## config.mk

```make
export PLATFORM = sky130hd
export DESIGN_NAME = sorted_priority_queue_top
export DESIGN_NICKNAME = d
export VERILOG_FILES = /design/src/rtl/spq_pkg.sv /design/src/rtl/sorted_priority_queue_top.sv /design/src/rtl/spq_cell.sv
export SDC_FILE = /design/constraint.sdc
export NUM_CORES = 2
export LEC_CHECK = 0
export BUFFER_PORTS_ARGS = -buffer_cell sky130_fd_sc_hd__buf_2
export CAP_MARGIN = 20
export CORE_ASPECT_RATIO = 1.4
export CORE_UTILIZATION = 40
export DETAILED_ROUTE_END_ITERATION = 7
export GPL_TIMING_DRIVEN = 1
export PLACE_DENSITY = 0.6
export SLEW_MARGIN = 20
export SYNTH_ARGS = -nofsm -noshare
export SYNTH_HDL_FRONTEND = slang
export SYNTH_SLANG_ARGS = --single-unit
```

## constraint.sdc

```tcl
create_clock -name clk -period 10 [get_ports clk]
set_clock_uncertainty 0.05 [all_clocks]
set_input_delay 2 -clock clk [delete_from_list [all_inputs] [get_ports clk]]
set_output_delay 2 -clock clk [all_outputs]
set_load 0.01 [all_outputs]
```

## src/rtl/spq_pkg.sv

```systemverilog
// Package: types and constants shared by the sorted priority queue.
package spq_pkg;

  localparam int CAPACITY = 16;
  localparam int TOKEN_W  = 31;
  localparam int OCC_W    = 5;
  localparam int CNT_W    = $clog2(CAPACITY + 1);

  typedef enum logic {
    OP_INSERT = 1'b0,
    OP_REMOVE = 1'b1
  } op_t;

  typedef enum logic [1:0] {
    ST_OK    = 2'd0,
    ST_EMPTY = 2'd1,
    ST_FULL  = 2'd2
  } status_t;

  typedef struct packed {
    op_t                op;
    logic [TOKEN_W-1:0] token;
  } cmd_t;

  typedef struct packed {
    logic [TOKEN_W-1:0] removed_token;
    status_t            status;
    logic [OCC_W-1:0]   occupancy;
  } result_t;

  // Broadcast to every cell of the chain.
  typedef struct packed {
    logic               ins_en;
    logic               rem_en;
    logic [TOKEN_W-1:0] token;
  } cell_ctrl_t;

endpackage

```

## src/rtl/sorted_priority_queue_top.sv

```systemverilog
// Top level: sorted priority queue built as a chain of compare-and-shift cells.
//
// Usage:
//   Command channel: drive cmd and raise start; the word is taken at a rising
//   edge with start high and busy low. busy is always low: every command
//   finishes in the cycle it is taken, so a new word may follow every cycle.
//   cmd.op = OP_INSERT stores cmd.token; OP_REMOVE pops the largest token.
//   Among equal tokens the most recently inserted leaves first.
//   Result channel: exactly one result word per command, on result for one
//   cycle with done high, in the cycle after the command is taken
//   (throughput 1 word/cycle). Every cell compares against the broadcast
//   token in parallel and shifts by one slot, so the rate is set by one
//   31-bit compare plus a 4:1 select (keep, new, upper, lower) per cell.
//   The receiver cannot stall: a result not captured in its done cycle is gone.
//   Status: ST_EMPTY on remove from an empty queue (token 0, count kept),
//   ST_FULL on insert into a full queue (queue kept), else ST_OK.
//   occupancy is the stored count after the command.
//   Reset (rst, synchronous): count goes to zero, done drops. Cell contents
//   are not cleared; only slots below the count are ever read.
module sorted_priority_queue_top (
  input  logic             clk,
  input  logic             rst,
  input  logic             start,
  input  spq_pkg::cmd_t    cmd,
  output logic             busy,
  output logic             done,
  output spq_pkg::result_t result
);
  import spq_pkg::*;

  logic [CNT_W-1:0]   count;
  logic [CNT_W-1:0]   count_next;
  logic               done_next;
  result_t            result_next;
  cell_ctrl_t         ctrl;
  logic               accept;
  logic               is_full;
  logic               is_empty;

  logic [TOKEN_W-1:0] cell_data [CAPACITY];
  logic               cell_gt   [CAPACITY];

  assign busy     = 1'b0;
  assign accept   = start && !busy;
  assign is_full  = (count == CNT_W'(CAPACITY));
  assign is_empty = (count == '0);

  // Broadcast control for the chain.
  assign ctrl.ins_en = accept && (cmd.op == OP_INSERT) && !is_full;
  assign ctrl.rem_en = accept && (cmd.op == OP_REMOVE) && !is_empty;
  assign ctrl.token  = cmd.token;

  // Chain: head is cell 0. On insert a cell either keeps its token, takes the
  // new one (first slot whose token is not greater), or takes its upper
  // neighbor's. On remove every cell but the tail takes its lower neighbor's token.
  for (genvar i = 0; i < CAPACITY; i++) begin : g_cell
    logic               p_gt;
    logic [TOKEN_W-1:0] p_data;
    logic [TOKEN_W-1:0] n_data;

    if (i == 0) begin : g_head
      assign p_gt   = 1'b1;
      assign p_data = cmd.token;
    end else begin : g_mid
      assign p_gt   = cell_gt[i-1];
      assign p_data = cell_data[i-1];
    end

    if (i == CAPACITY - 1) begin : g_tail
      assign n_data = cell_data[i];
    end else begin : g_body
      assign n_data = cell_data[i+1];
    end

    spq_cell u_cell (
      .clk        (clk),
      .ctrl       (ctrl),
      .slot_valid (CNT_W'(i) < count),
      .prev_gt    (p_gt),
      .prev_data  (p_data),
      .next_data  (n_data),
      .gt         (cell_gt[i]),
      .data       (cell_data[i])
    );
  end

  // Count and result word.
  always_comb begin
    count_next                = count;
    done_next                 = accept;
    result_next.removed_token = '0;
    result_next.status        = ST_OK;
    if (accept) begin
      if (cmd.op == OP_INSERT) begin
        if (is_full) begin
          result_next.status = ST_FULL;
        end else begin
          count_next = count + CNT_W'(1);
        end
      end else begin
        if (is_empty) begin
          result_next.status = ST_EMPTY;
        end else begin
          result_next.removed_token = cell_data[0];
          count_next                = count - CNT_W'(1);
        end
      end
    end
    result_next.occupancy = OCC_W'(count_next);
  end

  always_ff @(posedge clk) begin
    if (rst) begin
      count <= '0;
      done  <= 1'b0;
    end else begin
      count <= count_next;
      done  <= done_next;
    end
  end

  always_ff @(posedge clk) begin
    result <= result_next;
  end

  // Every accepted command produces a result in the next cycle.
  a_one_result: assert property (@(posedge clk) disable iff (rst)
    accept |=> done)
    else $error("accepted command gave no result");

  // Count never passes capacity.
  a_count_bound: assert property (@(posedge clk) disable iff (rst)
    count <= CNT_W'(CAPACITY))
    else $error("stored count above capacity");

  // A refused command leaves the count alone.
  a_refused_keep: assert property (@(posedge clk) disable iff (rst)
    done && (result.status == ST_FULL || result.status == ST_EMPTY)
      |-> count == $past(count))
    else $error("refused command changed count");

  // Refused commands return a zero token.
  a_refused_zero: assert property (@(posedge clk) disable iff (rst)
    done && result.status != ST_OK |-> result.removed_token == '0)
    else $error("refused command returned a token");

endmodule

```

## src/rtl/spq_cell.sv

```systemverilog
// One slot of the sorted chain: holds a token, shifts toward tail or head.
module spq_cell (
  input  logic                       clk,
  input  spq_pkg::cell_ctrl_t        ctrl,
  input  logic                       slot_valid,
  input  logic                       prev_gt,
  input  logic [spq_pkg::TOKEN_W-1:0] prev_data,
  input  logic [spq_pkg::TOKEN_W-1:0] next_data,
  output logic                       gt,
  output logic [spq_pkg::TOKEN_W-1:0] data
);
  import spq_pkg::*;

  logic [TOKEN_W-1:0] data_next;

  // Stored token beats the incoming one; true over a prefix of the chain.
  assign gt = slot_valid && (data > ctrl.token);

  always_comb begin
    data_next = data;
    if (ctrl.ins_en) begin
      if (!gt) begin
        data_next = prev_gt ? ctrl.token : prev_data;
      end
    end else if (ctrl.rem_en) begin
      data_next = next_data;
    end
  end

  always_ff @(posedge clk) begin
    data <= data_next;
  end

endmodule
```

---- Word-level counts from Yosys, hierarchy flattened ----
Cells that the tools add are included.
operators by class
  eq/ne operators ......................... 16
  add/subtract/negate cells ............... 2
  bitwise logic cells ..................... 3
  div/mod/pow operators ................... 0
  order comparisons ....................... 32
  reduce and logical (&&, ||, !) cells .... 41
  muxes and demuxes ....................... 67
  shift-type cells ........................ 0
  multiply operators ...................... 0
operator list
  kind                 number
  $mux 31              60
  $gt 31x31->1         16
  $lt 4x5->1 const A   8
  $reduce_and 2->1     16
  $ne 2x2->1 const B   15
  $logic_and 1x1->1    20
  $lt 3x5->1 const A   4
  $mux 5               4
  $lt 1x5->1 const A   2
  $lt 2x5->1 const A   2
  $add 5x1->5 const B  1
  $eq 5x5->1 const B   1
  $logic_not 5->1      1
  $sub 5x1->5 const B  1
  $mux 2               2
  $not 1->1            3
  $reduce_or 3->1      1
  $logic_not 1->1      2
  $reduce_bool 2->1    1
  $mux 1               1
storage, ports and cells
  bits of input ports ..................... 35
  memory bits (read-only) ................. 0
  flip-flop bits (word level) ............. 540
  memory bits (writable) .................. 0
  bits in latches ......................... 0
  output and inout port bits .............. 40
  logic and storage cells ................. 182
  memories ................................ 0

---- Depth between registers and ports, before layout ----
  word-level depth ........................ 5
  gate-level depth with buffers ........... 12
  mapped depth without buffers ............ 8

---- By module ----
A second synthesis with hierarchy kept.
unflattened totals
  cell total of the unflattened synthesis .. 4160
  area, all modules ....................... 39721.8 µm²
by module, submodules not included
  module                     sequential area each (µm²)  area each (µm²)  instances  cells an instance
  spq_cell                   930.9                       2381.0           16         250
  sorted_priority_queue_top  880.8                       1625.3           1          160

---- Worst setup path after synthesis ----
OpenSTA, ideal clock, no wires.
  path type ............................... input-to-reg
  from .................................... in cmd[4] (netlist name)
  to ...................................... reg g_cell[10].u_cell.data[0] (netlist name) (enable)
  stages on the path ...................... 10
  arrival ................................. 6.319 ns
  path slack .............................. 3.169 ns
  library setup time ...................... 0.462 ns
  cell sequence ........................... inv_1 ha_1 a211oi_1 nor2_1 o31a_1 o41a_1 or2_1 clkbuf_1 buf_2 o21ai_0
between the ends
  word-level cells in the longest chain between the ends .. 4
ends and longest elaborated chain
  element                     line                             source
  start, declared             sorted_priority_queue_top.sv:24  input spq_pkg::cmd_t cmd,
  $gt 31x31->1                spq_cell.sv:17                   assign gt = slot_valid && (data > ctrl.token);
  $logic_and 1x1->1           spq_cell.sv:17
  $ne 2x2->1 (no line)        n/a
  $reduce_and 2->1 (no line)  n/a
  end signal, assigned        spq_cell.sv:31                   data <= data_next;
  end, declared               spq_cell.sv:10                   output logic [spq_pkg::TOKEN_W-1:0] data
Every way passes these cells.
A chain may end at the register's enable or synchronous reset.

---- Worst setup path after layout ----
  from .................................... in cmd[6] (netlist name)
  to ...................................... reg g_cell[1].u_cell.data[29] (netlist name) (enable)
between the ends
  word-level cells in the longest chain between the ends .. 4
ends and longest elaborated chain
  element                     line
  $gt 31x31->1                spq_cell.sv:17
  $logic_and 1x1->1           spq_cell.sv:17
  $ne 2x2->1 (no line)        n/a
  $reduce_and 2->1 (no line)  n/a
  end signal, assigned        spq_cell.sv:31
  end, declared               spq_cell.sv:10
Every way passes these cells.

==> results by group <==
Timing
  – Max transition margin: 0.267
  – Final max-slew violation count: 0
  – Final critical-path required period: 5.46 ns
  – Final setup violation count: 0
  – Final hold violations: 0
  – Worst slew pin tran: 1.10 ns
  – Period Utilization, post-route: 0.546
  – Sum of negative setup slack: 0 ns
  – Unrepaired setup endpoints after global routing: no
  – Highest clock rate: 183 MHz

CTS
  – Buffer depth of the longest clock path: 3
  – CTS Hold Bufs: 0
  – Clock latency of the later-clocked register in the worst-skew pair: 0.61 ns
  – Gates resized, CTS repair: 0
  – Clock sinks: 540
  – H-Tree Depth: 3
  – TritonCTS clock tree: built
  – Post-CTS setup buffer count: 0
  – Number of buffers inserted during clock tree synthesis: 66
  – Clock root buffer: sky130_fd_sc_hd__clkbuf_16
  – Clock slew seen by the registers of the worst setup and hold paths: 0.06 ns

Critical path
  – Category of the most critical setup path: in2reg
  – Critical Path Fanout Max: 32
  – Critical path capture point type: flip-flop
  – CP Data Arrival Time: 5.72 ns
  – Cell chain of the critical path: buf_2 -> inv_1 -> buf_4 -> ha_1 -> and4_1 -> a21boi_0 -> o311ai_0 -> a211oi_4 -> buf_4 -> or2_1 -> buf_4 -> o21ai_4 -> buf_16
  – Crit path from: cmd[6]
  – Cell occurring most often along the worst timing path: sky130_fd_sc_hd__buf_4
  – FF-to-FF Start: count[1]$_SDFF_PP0_
  – Delay of the slowest cell on the worst path: 0.87 ns
  – Crit path max-delay cell type: sky130_fd_sc_hd__o311ai_0
  – Critical path required time: 10.26 ns
  – Startpoint kind of the worst setup timing path: input port

Flow run
  – # Max-Cap Violations: 0

Power
  – Power density over cell area: 170 nW/µm²
  – Net switching power: 2.19 mW
  – IR Drop Worst-Case VDD: 0.132 mV
  – Cell Int Power: 4.84 mW
  – Portion of total power attributed to sequential cells: 0.439
  – Power share of the clock group: 0.344
  – Proportion of power drawn by combinational gates: 0.217
  – Static power due to leakage: 16.4 nW
  – Switching Fraction: 0.312

Global routing
  – Busiest layer in global routing: met2
  – GRT Util Overall: 0.248
  – Initial antenna violation count: 0
  – Global-route met3 utilization: 0.0275
  – Fraction of met1 tracks used by global routing: 0.294
  – Met2 Usage GRT: 0.445
  – Global-route congestion overflow total: 0
  – Global-route wire length before repair: 184 mm
  – Pin count of the biggest net entering global routing: 171
  – Via count of the first global-routing pass: 31034

Placed design
  – Post-place instance area: 39300 µm²
  – Final RePlAce weighted congestion: 0.888
  – Post-detailed-placement half-perimeter wirelength: 89.2 mm
  – Total of buffers placed on input and output ports: 73

Die
  – I/O Pins: 75
  – Die area: 95300 µm²
  – Initial core utilization: 0.405
  – Width of the chip: 261 µm
  – Area of the placeable core: 92800 µm²
  – Number of core rows: 132
  – Die height: 365 µm

Cells and area
  – Fraction of final layout cells with drive strength greater than 1: 0.101
  – Leading cell types in the layout, fill and taps excluded: sky130_fd_sc_hd__nand2_1, sky130_fd_sc_hd__ha_1, sky130_fd_sc_hd__edfxtp_1
  – Commonest non-fill, non-tap cell in the layout: sky130_fd_sc_hd__nand2_1
  – Layout overhead on the synthesized area: 10.3%
  – Number of nets in the layout: 4179
  – Post-route cell area: 41500 µm²

Detailed routing
  – Number of routed nets with antenna violations: 0
  – Detailed Route Iter0 Violations: 2865
  – Overall routed net length: 120 mm
  – Ratio of routed vias to standard cells: 6.37
  – Length of the first detailed-routing pass in iterations: 8
  – Residual DRC count: 6
  – Routed wire per std cell: 24.5 µm
  – Vias post-DR: 31214

Synthesis
  – Number of standard cells after synthesis: 3680
  – Synthesis-stage register bit count: 540
  – Netlist area before placement: 37600 µm²
  – Number of flops mapped to enable cells by yosys: 496
  – Post-Synthesis Net Count: 4214
  – Distinct cells, synth: 56
  – Share of Yosys cell area claimed by the top area cell type: 0.396
  – Share of the yosys chip area belonging to registers: 0.419
  – Average footprint of a synthesized cell: 10.2 µm²
  – Synth top area cells: sky130_fd_sc_hd__edfxtp_1, sky130_fd_sc_hd__ha_1, sky130_fd_sc_hd__a221o_1
  – Fraction of synthesis flops using an asynchronous set or reset pin: 0
  – Cell taking the most area after synthesis: sky130_fd_sc_hd__edfxtp_1
  – Main flop type after synthesis: sky130_fd_sc_hd__edfxtp_1
  – Synthesis Warnings: 0

Status
  – Outcome: finished with violations
  – Violated checks: DRC

Hold path
  – Hold Crit Start: g_cell[0].u_cell.data[22]$_DFFE_PP_
  – Worst min-delay path class: reg2reg
==> metrics by stage <==
stage | instances | total power [mW] | hold slack [ns] | setup slack [ns] | utilization
detailed placement | 4780 | 4.65 | 0.510 | 3.81 | 0.424
CTS | 4899 | 7.07 | 0.523 | 4.43 | 0.446
finish | 4903 | 7.04 | 0.501 | 4.54 | 0.447
global route | 4902 | 7.35 | 0.539 | 4.35 | 0.447
floorplan | 3680 | 4.13 | 0.416 | 3.17 | -
global placement | 4780 | 4.60 | 0.505 | 3.55 | 0.423
==> final timing paths <==
kind	to	slack, ns	cells past startpoint
setup / recovery	g_cell[1].u_cell.data[29]$_DFFE_PP_	4.54	13
hold / removal	result[29]$_SDFF_PP0_	0.50	1
setup reg to reg	g_cell[10].u_cell.data[24]$_DFFE_PP_	5.64	10
hold reg to reg	result[29]$_SDFF_PP0_	0.50	1
==> sequential cells by signal, summed over array words and instances, names as in the netlist <==
name,flops
g_cell.u_cell.data,496
done,1
result,38
count,5
==> cells by family after synthesis <==
logic type,count (synthesis),share of synthesized area
fa+ha+maj,499,0.166
xor+xnor,1,0.000233
flops,540,0.419
simple gates,1326,0.167
mux,31,0.00928
compound gates,917,0.195
buf+inv,365,0.0426
other cells,1,0.0000997
==> area by class of cell <==
type | count | area [µm²]
fillers | 8965 | 51300
multi-input cells | 2775 | 20500
flip-flops and latches | 540 | 15800
clock buffers | 85 | 1850
well taps | 1206 | 1510
repair buffers | 192 | 1360
inverters | 70 | 263
clock inverters | 34 | 251
diodes | 1 | 2.50
==> worst max-delay path: cells and delay by family <==
kind            cells  cell delay (ns)
compound gates      4             1.66
buf+inv             6             1.24
simple gates        2             0.46
fa+ha+maj           1             0.29
==> synthesized netlist by cell type (all sizes together), types with 2 or more instances <==
| library cell | instances |
|---|---|
| nand3 | 53 |
| nor2 | 82 |
| o21a | 3 |
| or2 | 17 |
| ha | 499 |
| and3 | 4 |
| edfxtp | 496 |
| mux2 | 31 |
| nor4 | 37 |
| a21o | 74 |
| nand4 | 105 |
| nand2b | 2 |
| or4 | 3 |
| or3 | 2 |
| nor3b | 10 |
| clkbuf | 154 |
| dfxtp | 44 |
| nor3 | 440 |
| a22oi | 14 |
| o22ai | 2 |
| o31ai | 4 |
| a2111oi | 4 |
| a31oi | 7 |
| a221oi | 22 |
| buf | 141 |
| a21oi | 206 |
| o311ai | 3 |
| inv | 70 |
| nand3b | 14 |
| a221o | 434 |
| o21ai | 93 |
| nor2b | 7 |
| and2 | 32 |
| a21boi | 12 |
| and4 | 12 |
| o41a | 8 |
| a211oi | 19 |
| nand2 | 506 |
| o31a | 8 |
==> power by group through the flow <==
stage                     clock (mW)  combinational, mW  sequential (mW)
final                           2.42               1.53             3.09
after global routing            2.54               1.70             3.12
after CTS                       2.47               1.51             3.09
after detailed placement           0               1.51             3.14
after global placement             0               1.47             3.13
after floorplan                    0               1.08             3.04
==> per-layer routing <==
metal	vias up	part of all wire
met5	-	0
met4	0	0.043
li1	14574	-
met1	15342	0.39
met3	219	0.052
met2	1079	0.51
(Power assumes the default switching activity.)
